[src/rtl/core/task_ready_delay_queues_assert.svh]
// Assertion macros for the task queue RTL.
`ifndef TASK_READY_DELAY_QUEUES_ASSERT_SVH
`define TASK_READY_DELAY_QUEUES_ASSERT_SVH

// Clocked assertion with an explicit clock and active-low reset.
`define TRDQ_ASSERT_CLK(label, clk, rst_n, prop, msg) \
  label: assert property (@(posedge clk) disable iff (!rst_n) prop) else $error(msg);

// Assertion on the block clock and reset.
`define TRDQ_ASSERT(label, prop, msg) \
  `TRDQ_ASSERT_CLK(label, clk_i, rst_ni, prop, msg)

`endif

[src/rtl/core/trdq_pkg.sv]
// Package with the constants and types of the task ready and delay queues.
package trdq_pkg;

  localparam int TaskSlots = 16;
  localparam int SlotW = 4;
  localparam int IdxW = $clog2(TaskSlots);
  localparam int CntW = $clog2(TaskSlots + 1);
  localparam int PrioW = 8;
  localparam int TimeW = 32;
  localparam int ReadyW = SlotW + PrioW;
  localparam int DelayW = SlotW + TimeW;

  localparam logic [SlotW-1:0] IdleSlot = SlotW'(0);
  localparam logic [PrioW-1:0] IdlePrio = PrioW'(127);

  typedef enum logic [1:0] {
    CmdReady = 2'd0,
    CmdDelay = 2'd1,
    CmdPause = 2'd2,
    CmdNone  = 2'd3
  } cmd_e;

  typedef enum logic [1:0] {
    StPaused  = 2'd0,
    StReady   = 2'd1,
    StDelayed = 2'd2
  } slot_state_e;

  typedef enum logic [2:0] {
    SInit,
    SIdle,
    SPass,
    SPassEnd,
    SHead,
    SResp
  } fsm_e;

  typedef struct packed {
    logic [SlotW-1:0] slot;
    logic [TimeW-1:0] key;
  } entry_t;

endpackage

[src/rtl/core/trdq_ram.sv]
// Generic single-port-write, single-port-read RAM with a registered read.
module trdq_ram #(
  parameter int Width = 8,
  parameter int Depth = 16
) (
  input  logic                     clk_i,
  input  logic                     we_i,
  input  logic [$clog2(Depth)-1:0] waddr_i,
  input  logic [Width-1:0]         wdata_i,
  input  logic [$clog2(Depth)-1:0] raddr_i,
  output logic [Width-1:0]         rdata_o
);

  logic [Width-1:0] mem_q [Depth];
  logic [Width-1:0] rdata_q;

  always_ff @(posedge clk_i) begin
    if (we_i) begin
      mem_q[waddr_i] <= wdata_i;
    end
    rdata_q <= mem_q[raddr_i];
  end

  assign rdata_o = rdata_q;

endmodule

[src/rtl/core/task_ready_delay_queues.sv]
// Top level of the task ready and delay queues with their walking sequencer.
// A command is taken when start_i is high and busy_o is low. The ready queue
// (sorted by signed priority) and the delay queue (sorted by wake time) sit in
// two RAMs, and a command walks the queue that holds the task and the queue
// it goes to, reading one entry per cycle and writing the reordered list back
// behind the read pointer. After its walks a command passes SHead and SResp
// with busy_o still high; the result is registered in SResp and appears once
// busy_o is low again. A new item can be taken in the cycle of the result.
// The result is shown for one cycle with done_o high and cannot be held
// off. After reset the block is busy for one cycle while the idle task is
// written into the ready queue.
`include "task_ready_delay_queues_assert.svh"

module task_ready_delay_queues
  import trdq_pkg::*;
(
  input  logic             clk_i,
  input  logic             rst_ni,
  input  logic             start_i,
  output logic             busy_o,
  input  logic [1:0]       cmd_i,
  input  logic [SlotW-1:0] task_slot_i,
  input  logic [PrioW-1:0] task_priority_i,
  input  logic [TimeW-1:0] wake_time_i,
  output logic             done_o,
  output logic             error_code_o,
  output logic [SlotW-1:0] ready_head_slot_o,
  output logic             delay_head_valid_o,
  output logic [SlotW-1:0] delay_head_slot_o,
  output logic [TimeW-1:0] delay_head_time_o,
  output logic [1:0]       slot_state_o
);

  fsm_e        state_q, state_d;
  slot_state_e slot_st_q [TaskSlots];

  cmd_e             cmd_q;
  logic [SlotW-1:0] slot_q;
  logic [PrioW-1:0] prio_q;
  logic [TimeW-1:0] time_q;
  logic             need_d_q;
  logic             sel_q, sel_d;
  logic             err_q;
  slot_state_e      res_st_q;

  logic [CntW-1:0] ready_cnt_q, delay_cnt_q;
  logic [CntW-1:0] c_q, c_d, w_q, w_d;
  logic            ins_q, ins_d, cv_q, cv_d, rem_q, rem_d;
  entry_t          carry_q, carry_d;

  logic        accept;
  cmd_e        cmd_in;
  logic        slot_ok, is_idle, act, err_in, need_r, need_d;
  slot_state_e old_st, new_st, res_st;

  logic [ReadyW-1:0] r_rdata, r_wdata;
  logic [DelayW-1:0] d_rdata;
  logic              r_we, d_we;
  logic [IdxW-1:0]   r_waddr, raddr;

  logic [CntW-1:0] pcnt, cnt_new;
  logic            do_ins, new_le, wr_en;
  entry_t          ent, nent, wr_ent;

  logic             done_q;
  logic             err_out_q;
  logic [SlotW-1:0] rhead_q, dhead_slot_q;
  logic             dhead_valid_q;
  logic [TimeW-1:0] dhead_time_q;
  logic [1:0]       st_out_q;

  assign accept = start_i && !busy_o;
  assign cmd_in = cmd_e'(cmd_i);
  assign slot_ok = 32'(task_slot_i) < TaskSlots;
  assign is_idle = task_slot_i == IdleSlot;
  assign old_st = slot_st_q[task_slot_i];

  always_comb begin
    act = 1'b0;
    err_in = 1'b0;
    new_st = old_st;
    unique case (cmd_in)
      CmdReady: begin
        act = slot_ok;
        new_st = StReady;
      end
      CmdDelay: begin
        act = slot_ok && !is_idle;
        err_in = slot_ok && is_idle;
        new_st = StDelayed;
      end
      CmdPause: begin
        act = slot_ok && !is_idle;
        err_in = slot_ok && is_idle;
        new_st = StPaused;
      end
      CmdNone: begin
        act = 1'b0;
      end
    endcase
    need_r = act && (cmd_in == CmdReady || old_st == StReady);
    need_d = act && (cmd_in == CmdDelay || old_st == StDelayed);
    if (!slot_ok) begin
      res_st = StPaused;
    end else if (act) begin
      res_st = new_st;
    end else begin
      res_st = old_st;
    end
  end

  assign pcnt = sel_q ? delay_cnt_q : ready_cnt_q;
  assign do_ins = sel_q ? (cmd_q == CmdDelay) : (cmd_q == CmdReady);

  always_comb begin
    if (sel_q) begin
      ent.slot = d_rdata[DelayW-1:TimeW];
      ent.key = d_rdata[TimeW-1:0];
      nent.slot = slot_q;
      nent.key = time_q;
      new_le = nent.key <= ent.key;
    end else begin
      ent.slot = r_rdata[ReadyW-1:PrioW];
      ent.key = {{(TimeW-PrioW){r_rdata[PrioW-1]}}, r_rdata[PrioW-1:0]};
      nent.slot = slot_q;
      nent.key = {{(TimeW-PrioW){prio_q[PrioW-1]}}, prio_q};
      new_le = $signed(nent.key) <= $signed(ent.key);
    end
  end

  always_comb begin
    c_d = c_q;
    w_d = w_q;
    ins_d = ins_q;
    cv_d = cv_q;
    rem_d = rem_q;
    carry_d = carry_q;
    wr_en = 1'b0;
    wr_ent = ent;
    if (state_q == SPass) begin
      c_d = c_q + CntW'(1);
      if (c_q != '0) begin
        if (ent.slot == slot_q) begin
          rem_d = 1'b1;
          if (cv_q) begin
            wr_en = 1'b1;
            wr_ent = carry_q;
            cv_d = 1'b0;
          end
        end else if (do_ins && !ins_q && new_le) begin
          wr_en = 1'b1;
          wr_ent = nent;
          carry_d = ent;
          cv_d = 1'b1;
          ins_d = 1'b1;
        end else if (cv_q) begin
          wr_en = 1'b1;
          wr_ent = carry_q;
          carry_d = ent;
        end else begin
          wr_en = 1'b1;
          wr_ent = ent;
        end
      end
      if (wr_en) begin
        w_d = w_q + CntW'(1);
      end
    end else begin
      if (state_q == SPassEnd) begin
        if (do_ins && !ins_q) begin
          wr_en = 1'b1;
          wr_ent = nent;
        end else if (cv_q) begin
          wr_en = 1'b1;
          wr_ent = carry_q;
        end
      end
      c_d = '0;
      w_d = '0;
      ins_d = 1'b0;
      cv_d = 1'b0;
      rem_d = 1'b0;
    end
  end

  assign cnt_new = pcnt - CntW'(rem_q) + CntW'(do_ins);

  always_comb begin
    state_d = state_q;
    sel_d = sel_q;
    unique case (state_q)
      SInit: state_d = SIdle;
      SIdle: begin
        if (start_i) begin
          sel_d = !need_r;
          if (need_r || need_d) begin
            state_d = SPass;
          end else begin
            state_d = SHead;
          end
        end
      end
      SPass: begin
        if (c_q == pcnt) begin
          state_d = SPassEnd;
        end
      end
      SPassEnd: begin
        if (!sel_q && need_d_q) begin
          sel_d = 1'b1;
          state_d = SPass;
        end else begin
          state_d = SHead;
        end
      end
      SHead: state_d = SResp;
      SResp: state_d = SIdle;
      default: state_d = SIdle;
    endcase
  end

  always_comb begin
    busy_o = state_q != SIdle;
    raddr = (state_q == SPass) ? c_q[IdxW-1:0] : '0;
    if (state_q == SInit) begin
      r_we = 1'b1;
      r_waddr = '0;
      r_wdata = {IdleSlot, IdlePrio};
    end else begin
      r_we = wr_en && !sel_q;
      r_waddr = w_q[IdxW-1:0];
      r_wdata = {wr_ent.slot, wr_ent.key[PrioW-1:0]};
    end
    d_we = wr_en && sel_q;
  end

  trdq_ram #(
    .Width(ReadyW),
    .Depth(TaskSlots)
  ) u_ready_ram (
    .clk_i  (clk_i),
    .we_i   (r_we),
    .waddr_i(r_waddr),
    .wdata_i(r_wdata),
    .raddr_i(raddr),
    .rdata_o(r_rdata)
  );

  trdq_ram #(
    .Width(DelayW),
    .Depth(TaskSlots)
  ) u_delay_ram (
    .clk_i  (clk_i),
    .we_i   (d_we),
    .waddr_i(w_q[IdxW-1:0]),
    .wdata_i({wr_ent.slot, wr_ent.key}),
    .raddr_i(raddr),
    .rdata_o(d_rdata)
  );

  always_ff @(posedge clk_i or negedge rst_ni) begin
    if (!rst_ni) begin
      state_q <= SInit;
      sel_q <= 1'b0;
      ready_cnt_q <= CntW'(1);
      delay_cnt_q <= '0;
      c_q <= '0;
      w_q <= '0;
      ins_q <= 1'b0;
      cv_q <= 1'b0;
      rem_q <= 1'b0;
      done_q <= 1'b0;
      for (int i = 0; i < TaskSlots; i++) begin
        slot_st_q[i] <= (i == int'(IdleSlot)) ? StReady : StPaused;
      end
    end else begin
      state_q <= state_d;
      sel_q <= sel_d;
      c_q <= c_d;
      w_q <= w_d;
      ins_q <= ins_d;
      cv_q <= cv_d;
      rem_q <= rem_d;
      done_q <= state_q == SResp;
      if (accept && slot_ok) begin
        slot_st_q[task_slot_i] <= res_st;
      end
      if (state_q == SPassEnd) begin
        if (sel_q) begin
          delay_cnt_q <= cnt_new;
        end else begin
          ready_cnt_q <= cnt_new;
        end
      end
    end
  end

  always_ff @(posedge clk_i) begin
    carry_q <= carry_d;
    if (accept) begin
      cmd_q <= cmd_in;
      slot_q <= task_slot_i;
      prio_q <= task_priority_i;
      time_q <= wake_time_i;
      need_d_q <= need_d;
      err_q <= err_in;
      res_st_q <= res_st;
    end
    if (state_q == SResp) begin
      err_out_q <= err_q;
      rhead_q <= (ready_cnt_q != '0) ? r_rdata[ReadyW-1:PrioW] : IdleSlot;
      dhead_valid_q <= delay_cnt_q != '0;
      dhead_slot_q <= (delay_cnt_q != '0) ? d_rdata[DelayW-1:TimeW] : '0;
      dhead_time_q <= (delay_cnt_q != '0) ? d_rdata[TimeW-1:0] : '0;
      st_out_q <= res_st_q;
    end
  end

  assign done_o = done_q;
  assign error_code_o = err_out_q;
  assign ready_head_slot_o = rhead_q;
  assign delay_head_valid_o = dhead_valid_q;
  assign delay_head_slot_o = dhead_slot_q;
  assign delay_head_time_o = dhead_time_q;
  assign slot_state_o = st_out_q;

  `TRDQ_ASSERT(a_ready_nonempty, ready_cnt_q != '0, "ready queue became empty")
  `TRDQ_ASSERT(a_count_bound,
               (state_q == SIdle) |-> (6'(ready_cnt_q) + 6'(delay_cnt_q)) <= 6'(TaskSlots),
               "queues hold more entries than task slots")
  `TRDQ_ASSERT(a_idle_ready, slot_st_q[IdleSlot] == StReady, "idle task left ready state")
  `TRDQ_ASSERT(a_accept_busy, accept |=> busy_o, "block not busy after taking an item")
  `TRDQ_ASSERT(a_write_bound, wr_en |-> (w_q < CntW'(TaskSlots)),
               "queue write beyond the last entry")

endmodule

[config.mk]
export PLATFORM = sky130hd
export DESIGN_NAME = task_ready_delay_queues
export DESIGN_NICKNAME = d
export VERILOG_FILES = /design/src/rtl/core/trdq_pkg.sv /design/src/rtl/core/trdq_ram.sv /design/src/rtl/core/task_ready_delay_queues.sv
export VERILOG_INCLUDE_DIRS = /design/src /design/src/rtl/core
export SDC_FILE = /design/constraint.sdc
export NUM_CORES = 1
export LEC_CHECK = 0
export BUFFER_PORTS_ARGS = -buffer_cell sky130_fd_sc_hd__buf_2
export CORE_MARGIN = 5
export CORE_UTILIZATION = 35
export CTS_BUF_LIST = sky130_fd_sc_hd__clkbuf_8
export DETAILED_ROUTE_END_ITERATION = 10
export HOLD_SLACK_MARGIN = 0.06
export PLACE_DENSITY = 0.54
export SLEW_MARGIN = 20
export SYNTH_ARGS = -nofsm -noshare
export SYNTH_HDL_FRONTEND = slang
export SYNTH_SLANG_ARGS = --single-unit
[constraint.sdc]
create_clock -name clk_i -period 7.08 [get_ports clk_i]
set_clock_uncertainty 0.15 [all_clocks]
set_input_delay 0.708 -clock clk_i [delete_from_list [all_inputs] [get_ports clk_i]]
set_output_delay 0.708 -clock clk_i [all_outputs]
set_load 0.05 [all_outputs]
# Word level (Yosys, flattened, before mapping)
# Memory sizes are Yosys's and may differ from the RTL's. A register that Yosys moved wholly into a read port is not among the register bits.
# Cells that the tools add are included.
# W data, S select, Z words.
op_classes:
  eq_ne: 23
  bitwise: 3
  reduce_logical: 35
  add_sub_neg: 4
  magnitude_cmp: 4
  muxes: 59
ops:
  columns: ["op", "count"]
  rows:
  - ["$mux W36", 10]
  - ["$bwmux W32", 1]
  - ["$le A32 B32 Y1", 1]
  - ["$mux W32", 1]
  - ["$mux W1", 26]
  - ["$mux W5", 4]
  - ["$reduce_bool A5 Y1", 3]
  - ["$ne A2 B2 Y1 const B", 7]
  - ["$mux W12", 1]
  - ["$mux W3", 4]
  - ["$pmux W3 S4", 1]
  - ["$add A5 B1 Y5 const B", 2]
  - ["$reduce_and A2 Y1", 5]
  - ["$logic_and A1 B1 Y1", 9]
  - ["$bmux W2 S4", 1]
  - ["$demux W2 S4", 1]
  - ["$le A8 B8 Y1", 1]
  - ["$mux W2", 4]
  - ["$mux W4", 2]
  - ["$eq A2 B1 Y1 const B", 3]
  - ["$eq A2 B2 Y1 const B", 3]
  - ["$eq A3 B2 Y1 const B", 2]
  - ["$eq A3 B3 Y1 const B", 2]
  - ["$pmux W2 S3", 1]
  - ["other kinds (23)", 33]
totals:
  inputBits: 49
  mem_count: 2
  ff_bits: 190
  out_inout_bits: 46
  ram_bits: 768
mem_list:
  columns: ["name", "depth", "width", "read_ports", "rd_ports_with_merged_regs", "write_ports", "line", "rtl"]
  rows:
  - ["u_delay_ram.mem_q", 16, 36, 1, 1, 1, "trdq_ram.sv:14", "logic [Width-1:0] mem_q [Depth];"]
  - ["u_ready_ram.mem_q", 16, 12, 1, 1, 1, "trdq_ram.sv:14", null]

# Longest topological paths before layout
# Gate-level depths: netlist of run 1.
depth:
  word_depth: 11
  mapped_depth: 13
  depth_no_buf: 12

# By module
# Synthesis of run 1 repeated with hierarchy kept, for this count alone.
unflattened:
  hier_cells: 2294
  area_unflattened_um2: 41009.3
modules_own_cells:
  columns: ["mod", "seq_area_each_um2", "cells_per_inst", "instances", "area_each_um2"]
  rows:
  - ["trdq_ram at u_delay_ram", 18017.3, 938, 1, 22318.9]
  - ["task_ready_delay_queues", 5382.7, 1027, 1, 11090.6]
  - ["trdq_ram at u_ready_ram", 6005.8, 329, 1, 7599.8]

# Worst setup path before layout of run 1
# Ideal clock, no wire load.
synth_path:
  path_kind: "register to register"
  from: "register time_q[14]"
  to: "register carry_q[0] (netlist name) (enable)"
  t_arrival_ps: 4701
  n_path_buf: 1
  path_slack_ps: 1754
  stages_incl_launch_ff: 10
  cell_sequence: "edfxtp_1 -> ha_1 -> a21oi_1 -> nand2_1 -> a221o_1 -> o311a_1 -> o211ai_1 -> buf_2 -> a21oi_1 -> nor3_1"
synth_between:
  elab_chain_len: 5
synth_rtl:
  columns: ["element", "line", "rtl"]
  rows:
  - ["start, declared", "task_ready_delay_queues.sv:40", "logic [TimeW-1:0] time_q;"]
  - ["start signal, assigned", "task_ready_delay_queues.sv:304", "time_q <= wake_time_i;"]
  - ["$le A32 B32 Y1", "task_ready_delay_queues.sv:121", "new_le = nent.key <= ent.key;"]
  - ["$mux W1", "task_ready_delay_queues.sv:116", "if (sel_q) begin"]
  - ["$logic_and A1 B1 Y1", "task_ready_delay_queues.sv:150", "end else if (do_ins && !ins_q && new_le) begin"]
  - ["$reduce_bool A2 Y1 (no source line)", null, null]
  - ["$reduce_and A4 Y1 (no source line)", null, null]
  - ["end signal, assigned", "task_ready_delay_queues.sv:299", "carry_q <= carry_d;"]
  - ["end, declared", "task_ready_delay_queues.sv:49", "entry_t carry_q, carry_d;"]
# No other way between the ends.
# A chain may end at the register's enable or synchronous reset.

# Final worst setup path of run 1
layout_path:
  from: "register sel_q"
  to: "memory u_delay_ram.mem_q[2][3] (netlist name) (data pin)"
layout_between:
  elab_chain_len: 7
  elab_cells_between_ends: 14
  classes_between: "1 x eq/ne; 11 x mux; 2 x reduce/logical"
layout_rtl:
  columns: ["element", "line", "rtl"]
  rows:
  - ["start, declared", "task_ready_delay_queues.sv:42", "logic sel_q, sel_d;"]
  - ["start signal, assigned", "task_ready_delay_queues.sv:278", "sel_q <= sel_d;"]
  - ["$mux W1", "task_ready_delay_queues.sv:113", "assign do_ins = sel_q ? (cmd_q == CmdDelay) : (cmd_q == CmdReady);"]
  - ["$logic_and A1 B1 Y1", "task_ready_delay_queues.sv:150, task_ready_delay_queues.sv:170", null]
  - ["$logic_and A1 B1 Y1", "task_ready_delay_queues.sv:150", null]
  - ["$mux W36", "task_ready_delay_queues.sv:150", null]
  - ["$mux W36", "task_ready_delay_queues.sv:143", "if (ent.slot == slot_q) begin"]
  - ["$mux W36", "task_ready_delay_queues.sv:142", "if (c_q != '0) begin"]
  - ["$mux W36 *", "task_ready_delay_queues.sv:140", "if (state_q == SPass) begin"]
  - ["via u_delay_ram.wdata_i[3]", "trdq_ram.sv:9", "input logic [Width-1:0] wdata_i,"]
  - ["end, declared", "trdq_ram.sv:14", null]
# The timed path passes the listed nets; every way through them passes the cells marked *.

==> results.md, run 1 <==
- Share of cells above drive strength 1: 0.187
- Commonest non-fill, non-tap cell in the layout: edfxtp_1
- Num ports: 95
- Syn_nets: 2802
- Yosys reg bits: 1005
- Flop2flop setup slack: 2.41 ns
- Port buffer count: 94
- CP startpoint kind: register
- Post-synthesis cell area: 42000 µm²
- Period minus WS final: 4.67 ns
- Die Height: 356 µm
- Max-cap violation count: 0
- Critical Path RT: 7.50 ns
- Post-Place Setup Slack: 2.41 ns
- CP max FO: 44
- Ratio of final minimum period to clock period: 0.660
- Fin. max-slew vios: 0
- Post-route cell area: 48500 µm²
- Ys async rst share: 0.0587
- CTS root buffer: clkbuf_8
- Number of fill cells: 10900
- Via count: 25000
- Top post-synthesis cells by area: edfxtp_1 64%, mux2i_1 10%, dfrtp_1 3.4%
- DP Area: 44900 µm²
- Status: complete, no violations
- Final total power: 17000 µW
- DRT antenna net count: 0
- Initial Util: 0.351
- Syn Area/Cell: 15.6 µm²
- Detailed Route Iter0 Violations: 2215
- EDFF count, synth: 898
- Netlist cell types: 67
- Most frequent cells in the layout: 898 x edfxtp_1, 432 x mux2i_1, 168 x clkbuf_8
- Rel. slew slack: 0.252
- Primary FF master, synth: edfxtp_1
- Critical path arrival: 5.10 ns
- RSZ-0062 raised after global routing: false
- Finish-stage setup viols: 0
- WL final: 118000 µm
- Power Density: 350 nW/µm²
- Sum of negative setup slack: 0 ns
- Die X: 356 µm
- Post-Synthesis Cells: 2698
- Gr usage total: 0.183
- Setup WS post-layout: 2.41 ns
- Leakage Power: 0.0180 µW
- Synth top area share: 0.642
- Synth Warn #: 0
- Vias/cell: 5.36
- Crit path kind: register to register
- TritonCTS buffer count: 159
- Grt total ovfl: 0
- DRC viols: 0
- Nets: 3014
- Cts hold-fix bufs: 46
- Hold slack final: 0.177 ns
- DP HPWL: 71600 µm
- CTS Sinks: 1005
- Post-CTS Repair Setup Buffers: 0
- H-tree depth: 4
- Endpoint class of the critical path: register
- Max IR drop VDD: 0.199 mV
- Vias in the first global route: 25300
- Rows: 127
- Die Area: 127000 µm²
- FMAX: 214 MHz
- Hold Crit Class: primary input to register
- DR pass1 iterations: 6
- Synth-to-layout area growth: 15.5%
- Dominant cell type by area after synthesis: edfxtp_1
- Clock Latency Late Sink: 0.86 ns
- Post_cts resized: 0
- Final hold viol count: 0
- Clock-pin transition on the worst setup and hold timing paths: 0.07 ns
- Floorplan Core Area: 119000 µm²
- CTS tree: yes
- Measured slew at the worst slew-check pin: 1.12 ns
- Wire per inst: 25.3 µm
- Sequential area share after synthesis: 0.700
- Clk buf depth: 3
- RePlAce Congestion: 0.858
- Initial antenna violation count: 7
- Largest net degree at the start of global routing: 82
- Global-route wire length before repair: 171000 µm
==> where the power goes <==
part / total [µW] / switching (µW) / internal, µW
Sequential: 8010 / 250 / 7760
Combinational: 4190 / 3030 / 1160
Clock: 4790 / 2350 / 2440
==> layout make-up <==
cell class | instances | area [µm²] | share of cell area
inverters | 61 | 229 | 0.00472
diodes | 2 | 5.00 | 0.000103
repair buffers | 222 | 1600 | 0.0329
clock inverters | 126 | 747 | 0.0154
flip-flops and latches | 1005 | 29400 | 0.606
multi-input cells | 1461 | 12200 | 0.251
clock buffers | 168 | 2310 | 0.0477
well taps | 1612 | 2020 | 0.0416
==> path summary, 6_finish.rpt <==
path | start | end | depth (start not counted)
max | sel_q$_DFFE_PN0P_ | u_delay_ram.mem_q[2][3]$_DFFE_PP_ | 7
min | task_slot_i[1] | slot_q[1]$_DFFE_PP_ | 1
max reg2reg | sel_q$_DFFE_PN0P_ | u_delay_ram.mem_q[2][3]$_DFFE_PP_ | 7
min reg2reg | res_st_q[0]$_DFFE_PP_ | slot_state_o[0]$_DFFE_PP_ | 0
max in group asynchronous | rst_ni | c_q[1]$_DFF_PN0_ | 3
min in group asynchronous | rst_ni | slot_st_q[7]$_DFFE_PN0P_ | 3
==> synthesized netlist by cell type, drive strengths merged, types with 19 or more instances <==
cell,number
clkbuf,113
o311ai,24
o22ai,48
nor3,54
nand2,122
nor2b,24
o21ai,97
nand3,71
a22oi,29
mux2i,432
nor2,129
inv,60
ha,54
mux2,41
a21oi,94
buf,58
a221oi,48
mux4,58
o211ai,19
edfxtp,898
dfxtp,48
dfrtp,57
==> critical path, cell delays in order, from the launching register on <==
cell,delay (ns)
dfrtp_4,0.59
xor2_1,0.23
nor3_2,0.83
o41ai_1,0.33
nor3_4,0.61
and2_4,0.77
o211ai_1,0.52
buf_4,0.33
==> cell families (layout without fill, tap and decap cells) <==
family / after synthesis / after routing / synth area share
AND/OR/NAND/NOR: 456 / 456 / 0.0504
multiplexers: 531 / 531 / 0.145
adder cells (fa/ha/maj): 55 / 55 / 0.0166
XOR/XNOR: 19 / 19 / 0.00396
other: 0 / 2 / 0
flip-flops: 1005 / 1005 / 0.700
AO/OA/AOI/OAI: 400 / 400 / 0.0617
buffers and inverters: 232 / 577 / 0.0218
==> metal layers <==
metal	track usage	up-vias	wire length (µm)
met5	0	-	0
met4	0.0764	0	4410
met3	0.0396	198	8630
met2	0.289	1073	54300
met1	0.246	12700	50600
li1	-	11000	-
==> flip-flops by register name (all words and copies together) (netlist names), 5 cells and up <==
register,flops
delay_head_time_o,32
c_q,5
slot_st_q,32
u_delay_ram.rdata_o,36
prio_q,8
delay_cnt_q,5
u_ready_ram.rdata_o,12
carry_q,36
time_q,32
ready_cnt_q,5
u_delay_ram.mem_q,576
u_ready_ram.mem_q,192
==> stage by stage <==
| step | instances | util |
|---|---|---|
| after detailed placement | 4310 | 0.376 |
| after global placement | 4297 | 0.374 |
| after floorplan | 2698 | - |
| after global routing | 4656 | 0.406 |
| after CTS | 4650 | 0.405 |
| final | 4657 | 0.406 |
Note: power is estimated with default switching activity, not from simulation.
==> inputs of run 2 (changes only) <==
==> constraint.sdc (replaced) <==
create_clock -name clk_i -period 4.63 [get_ports clk_i]
set_clock_uncertainty 0.15 [all_clocks]
set_input_delay 0.463 -clock clk_i [delete_from_list [all_inputs] [get_ports clk_i]]
set_output_delay 0.463 -clock clk_i [all_outputs]
set_load 0.05 [all_outputs]
==> run 2 against run 1 <==
Against the previous run: non-clock buffer count up 66; sequential power is 52% higher; core utilization increased by 0.42 points; final area rose by 1.0%; sequential share of layout area fell by 0.62 points; combinational power rose by 50%; cell count grew 1.5%; sequential cell count is the same; routed wire length is 2.1% higher; total power is 53% higher; maximum frequency increased by 16%; hold slack gained 0.023 ns; critical endpoint is now u_delay_ram.mem_q[11][23]$_DFFE_PP_.
==> results.md, run 2 (same netlist as run 1, synthesis figures left out) <==
- Status: complete, no violations (unchanged)
- Die Height: 356 µm (unchanged)
- DRT antenna net count: 0 (unchanged)
- Most frequent cells in the layout: 898 x edfxtp_1, 432 x mux2i_1, 177 x clkbuf_8 (was 898 x edfxtp_1, 432 x mux2i_1, 168 x clkbuf_8)
- Share of cells above drive strength 1: 0.201 (was 0.187)
- Ratio of final minimum period to clock period: 0.873 (was 0.660)
- Via count: 25400 (was 25000)
- Floorplan Core Area: 119000 µm² (unchanged)
- WL final: 120000 µm (was 118000 µm)
- Sum of negative setup slack: 0 ns (unchanged)
- Commonest non-fill, non-tap cell in the layout: edfxtp_1 (unchanged)
- DP HPWL: 70600 µm (was 71600 µm)
- Worst Hold Depth: 2 (was 1)
- Port buffer count: 94 (unchanged)
- Vias in the first global route: 25600 (was 25300)
- CP max FO: 21 (was 44)
- Hold Crit Class: primary input to register (unchanged)
- Clock-pin transition on the worst setup and hold timing paths: 0.06 ns (was 0.07 ns)
- DRC viols: 0 (unchanged)
- Biggest regs: u_delay_ram.mem_q x576, u_ready_ram.mem_q x192 (unchanged)
- Leakage Power: 0.0183 µW (was 0.0180 µW)
- Initial antenna violation count: 7 (unchanged)
- Largest register FFs: 576 (unchanged)
- Top reg by flops: u_delay_ram.mem_q (unchanged)
- Rel. slew slack: 0.221 (was 0.252)
- Post_cts resized: 0 (unchanged)
- Final total power: 25900 µW (was 17000 µW)
- H-tree depth: 4 (unchanged)
- Period minus WS final: 4.04 ns (was 4.67 ns)
- DR pass1 iterations: 5 (was 6)
- Die Area: 127000 µm² (unchanged)
- Clk buf depth: 3 (unchanged)
- Vias/cell: 5.36 (about the same)
- TritonCTS buffer count: 163 (was 159)
- Reg2reg start: time_q[15]$_DFFE_PP_ (was sel_q$_DFFE_PN0P_)
- CTS root buffer: clkbuf_8 (unchanged)
- Max-cap violation count: 0 (unchanged)
- Max IR drop VDD: 0.272 mV (was 0.199 mV)
- Detailed Route Iter0 Violations: 2335 (was 2215)
- Die X: 356 µm (unchanged)
- Post-route insts no fill: 4728 (was 4657)
- Critical Path RT: 4.91 ns (was 7.50 ns)
- Final hold viol count: 0 (unchanged)
- Largest net degree at the start of global routing: 117 (was 82)
- Placed cell count: 4377 (was 4310)
- Endpoint class of the critical path: register (unchanged)
- Min-delay src: wake_time_i[24] (was task_slot_i[1])
- FMAX: 247 MHz (was 214 MHz)
- Clock Latency Late Sink: 0.83 ns (was 0.86 ns)
- Nets: 3084 (was 3014)
- R2R cell count: 7 (unchanged)
- CTS Sinks: 1005 (unchanged)
- CP startpoint kind: register (unchanged)
- Num ports: 95 (unchanged)
- Measured slew at the worst slew-check pin: 1.17 ns (was 1.12 ns)
- Crit path launch: time_q[15]$_DFFE_PP_ (was sel_q$_DFFE_PN0P_)
- RSZ-0062 raised after global routing: false (unchanged)
- Grt total ovfl: 0 (unchanged)
- Rows: 127 (unchanged)
- Power Density: 529 nW/µm² (was 350 nW/µm²)
- Crit path kind: register to register (unchanged)
- Gr usage total: 0.186 (was 0.183)
- Initial Util: 0.351 (unchanged)
- CTS tree: yes (unchanged)
- Fin. max-slew vios: 0 (unchanged)
- Global-route wire length before repair: 174000 µm (was 171000 µm)
- RePlAce Congestion: 0.850 (was 0.858)
- Finish-stage setup viols: 0 (unchanged)
- Synth-to-layout area growth: 16.7% (was 15.5%)
- Wire per inst: 25.5 µm (was 25.3 µm)
- Critical path arrival: 4.33 ns (was 5.10 ns)
run 2: metrics by stage:
stage | util | hold WS, ns | setup slack [ns] | instance area, µm²
after global placement | 0.380 | 0.267 | 0.645 | 45400
after CTS | 0.410 | 0.126 | 0.518 | 49000
final | 0.410 | 0.200 | 0.589 | 49000
after global routing | 0.410 | 0.143 | 0.511 | 49000
after detailed placement | 0.380 | 0.267 | 0.567 | 45400
after floorplan | - | 0.0174 | 0.0876 | 42000
run 2: final cells by class:
class                      instances  area [µm²]
fill                           10900       70500
sequential                      1005       29400
multi-input combinational       1461       12000
clock buffer                     177        2440
timing repair buffer             288        2200
tap                             1612        2020
clock inverter                   120         703
inverter                          61         229
antenna                            4        10.0
run 2: what timing repair did:
action | CTS | global route
hold buffers | 48 | 0
buffers inserted | 0 | 0
hold endpoints to repair | 110 | 0
run 2: worst paths after layout:
kind	end	slack, ns
max	u_delay_ram.mem_q[11][23]$_DFFE_PP_	0.59
min reg2reg	error_code_o$_DFFE_PP_	0.24
max reg2reg	u_delay_ram.mem_q[11][23]$_DFFE_PP_	0.59
min in group asynchronous	ready_cnt_q[1]$_DFFE_PN0P_	0.23
max in group asynchronous	sel_q$_DFFE_PN0P_	3.45
min	time_q[24]$_DFFE_PP_	0.20
run 2: worst max-delay path, cell delays in order (launching register included):
cell and delay (ns):
edfxtp_1 0.43, ha_1 0.38, nand4_1 0.28, a2111oi_0 0.53
o311a_1 0.23, o211ai_1 0.11, and2_2 0.47, o311ai_2 1.06
run 2: report_power, final:
part	switching (µW)	internal [µW]	leakage [µW]
Sequential	385	11900	0.00940
Clock	3560	3830	0.00181
Combinational	4450	1840	0.00711
run 2: per-layer routing:
layer,GRT usage,up-vias,share of wire
li1,-,11100,-
met1,0.257,13100,0.44
met2,0.299,942,0.46
met3,0.0443,175,0.077
met4,0.0457,0,0.020
met5,0,-,0
==> inputs of run 3 (changes only) <==
--- a/config.mk
+++ b/config.mk
@@ -7,6 +7,7 @@
 export NUM_CORES = 1
 export LEC_CHECK = 0
 export BUFFER_PORTS_ARGS = -buffer_cell sky130_fd_sc_hd__buf_2
+export CORE_ASPECT_RATIO = 0.5
 export CORE_MARGIN = 5
 export CORE_UTILIZATION = 35
 export CTS_BUF_LIST = sky130_fd_sc_hd__clkbuf_8
==> run 3 against run 2 <==
Against the previous run: first-iteration DRC count fell by 19%; critical endpoint is now u_ready_ram.mem_q[10][7]$_DFFE_PP_; highest routed layer unchanged; combinational power fell by 3%; non-clock buffer count fell by 15; clock power fell by 4.3%; cell count fell by 1.4%; final area fell by 0.67%.
==> results.md, run 3 (same netlist as run 1, synthesis figures left out) <==
- Vias in the first global route: 24800 (was 25600)
- Share of cells above drive strength 1: 0.192 (was 0.201)
- Gr usage total: 0.170 (was 0.186)
- Leakage Power: 0.0181 µW (was 0.0183 µW)
- Rows: 89 (was 127)
- Nets: 3057 (was 3084)
- Initial Util: 0.354 (was 0.351)
- Hold Crit Class: primary input to async pin (was primary input to register)
- Metal-1 WL: 50700 µm (was 52900 µm)
- Reg2reg end: u_ready_ram.mem_q[10][7]$_DFFE_PP_ (was u_delay_ram.mem_q[11][23]$_DFFE_PP_)
- DP Area: 45200 µm² (was 45400 µm²)
- Ratio of final minimum period to clock period: 0.880 (was 0.873)
- Power Density: 521 nW/µm² (was 529 nW/µm²)
- Number of fill cells: 10800 (was 10900)
- Commonest non-fill, non-tap cell in the layout: edfxtp_1 (unchanged)
- Sum of negative setup slack: 0 ns (unchanged)
- Wire per inst: 23.6 µm (was 25.5 µm)
- Grt total ovfl: 0 (unchanged)
- H-tree depth: 4 (unchanged)
- WL final: 110000 µm (was 120000 µm)
- Port buffer count: 94 (unchanged)
- Via count: 24500 (was 25400)
- Clk buf depth: 3 (unchanged)
- Max-cap violation count: 0 (unchanged)
- FMAX: 245 MHz (was 247 MHz)
- Top reg by flops: u_delay_ram.mem_q (unchanged)
- CP max FO: 23 (was 21)
- Global-route wire length before repair: 162000 µm (was 174000 µm)
- Synth-to-layout area growth: 16.0% (was 16.7%)
- WL met3: 4910 µm (was 9300 µm)
- Clock Latency Late Sink: 0.85 ns (was 0.83 ns)
- Most frequent cells in the layout: 898 x edfxtp_1, 432 x mux2i_1, 162 x clkbuf_8 (was 898 x edfxtp_1, 432 x mux2i_1, 177 x clkbuf_8)
- Reg2reg start: sel_q$_DFFE_PN0P_ (was time_q[15]$_DFFE_PP_)
- Rel. slew slack: 0.296 (was 0.221)
- CTS Sinks: 1005 (unchanged)
- Final core utilization: 0.411 (was 0.410)
- Floorplan Core Area: 118000 µm² (was 119000 µm²)
- CTS tree: yes (unchanged)
- Largest net degree at the start of global routing: 60 (was 117)
- Post-CTS Repair Setup Buffers: 0 (unchanged)
- DP HPWL: 68800 µm (was 70600 µm)
- Max IR drop VDD: 0.332 mV (was 0.272 mV)
- RePlAce Congestion: 0.857 (was 0.850)
- DRC viols: 0 (unchanged)
- DRT antenna net count: 0 (unchanged)
- Initial antenna violation count: 2 (was 7)
- Detailed Route Iter0 Violations: 1903 (was 2335)
- Multi-input gate area: 12100 µm² (was 12000 µm²)
- Register area: 29400 µm² (unchanged)
- Hold slack final: 0.163 ns (was 0.200 ns)
- TritonCTS buffer count: 151 (was 163)
- Largest register FFs: 576 (unchanged)
- Status: complete, no violations (unchanged)
- CP startpoint kind: register (unchanged)
- CTS root buffer: clkbuf_8 (unchanged)
- Vias/cell: 5.25 (was 5.36)
- Post-route cell area: 48700 µm² (was 49000 µm²)
- Critical Path RT: 4.99 ns (was 4.91 ns)
- Uppermost layer routed: met4 (unchanged)
- RSZ-0062 raised after global routing: false (unchanged)
- R2R cell count: 9 (was 7)
- Die X: 500 µm (was 356 µm)
- Clock-pin transition on the worst setup and hold timing paths: 0.07 ns (was 0.06 ns)
- Final hold viol count: 0 (unchanged)
- DR pass1 iterations: 5 (unchanged)
- Endpoint class of the critical path: register (unchanged)
- Die Height: 255 µm (was 356 µm)
- Critical path arrival: 4.44 ns (was 4.33 ns)
- Num ports: 95 (unchanged)
- Flop2flop setup slack: 0.56 ns (was 0.59 ns)
- Routed wl met2: 52100 µm (was 55900 µm)
- Measured slew at the worst slew-check pin: 1.06 ns (was 1.17 ns)
- Biggest regs: u_delay_ram.mem_q x576, u_ready_ram.mem_q x192 (unchanged)
- Die Area: 127000 µm² (about the same)
- Fin. max-slew vios: 0 (unchanged)
- Finish-stage setup viols: 0 (unchanged)
- Crit path kind: register to register (unchanged)
- Period minus WS final: 4.07 ns (was 4.04 ns)
run 3: cell count changes in the layout (fill, tap and decap cells not counted), moves of 2 or more:
cell,before,now
inv_1,115,112
o311ai_2,12,6
inv_8,1,3
clkinv_8,4,2
clkinv_1,29,24
buf_4,133,119
clkbuf_8,177,162
o311ai_4,1,8
clkinv_2,16,8
diode_2,4,1
run 3: worst max-delay path by stage:
| stage | start | end | cells past startpoint |
|---|---|---|---|
| finish | sel_q$_DFFE_PN0P_ | u_ready_ram.mem_q[10][7]$_DFFE_PP_ | 9 |
| detailed placement | sel_q$_DFFE_PN0P_ | u_ready_ram.mem_q[10][1]$_DFFE_PP_ | 9 |
| CTS | sel_q$_DFFE_PN0P_ | u_ready_ram.mem_q[10][7]$_DFFE_PP_ | 9 |
| global placement | state_q[1]$_DFFE_PN0P_ | u_delay_ram.rdata_o[10]$_DFF_P_ | 8 |
| floorplan | c_q[0]$_DFF_PN0_ | u_delay_ram.mem_q[10][0]$_DFFE_PP_ | 11 |
| global route | sel_q$_DFFE_PN0P_ | u_ready_ram.mem_q[10][1]$_DFFE_PP_ | 9 |
run 3: stage by stage:
step	setup slack, ns	instances	power [µW]
final	0.556	4660	25400
after global routing	0.368	4660	26600
after CTS	0.615	4659	25600
after detailed placement	0.656	4344	18400
after global placement	0.691	4343	18300
after floorplan	0.0876	2698	16000
run 3: worst max-delay path: stages (launching register included):
cell and delay (ns):
dfrtp_4 0.62, mux2_2 0.42, xor2_1 0.17, nor4_2 0.10
buf_4 0.16, a22o_1 0.19, a211oi_1 0.61, nand3_1 0.32
nor2_1 0.71, buf_4 0.30
run 3: per-layer routing:
metal | up-vias | global-route usage
met5 | - | 0
met4 | 0 | 0.0488
met3 | 141 | 0.0262
met2 | 655 | 0.277
met1 | 12600 | 0.237
li1 | 11100 | -
run 3: what timing repair did:
item,CTS,global route
setup endpoints to repair,0,0
hold buffers,48,0
hold endpoints to repair,122,0
gates resized for setup,0,0
run 3: final cells by class:
cell class	instances	share of cell area
flip-flops and latches	1005	0.604
multi-input cells	1461	0.248
clock buffers	162	0.0458
repair buffers	273	0.0428
well taps	1592	0.0409
clock inverters	105	0.0132
inverters	61	0.00470
diodes	1	0.0000514
run 3: report_power, final:
group	internal, µW	switching, µW	total (µW)
clock	3580	3500	7070
sequential	11900	369	12200
combinational	1810	4280	6090
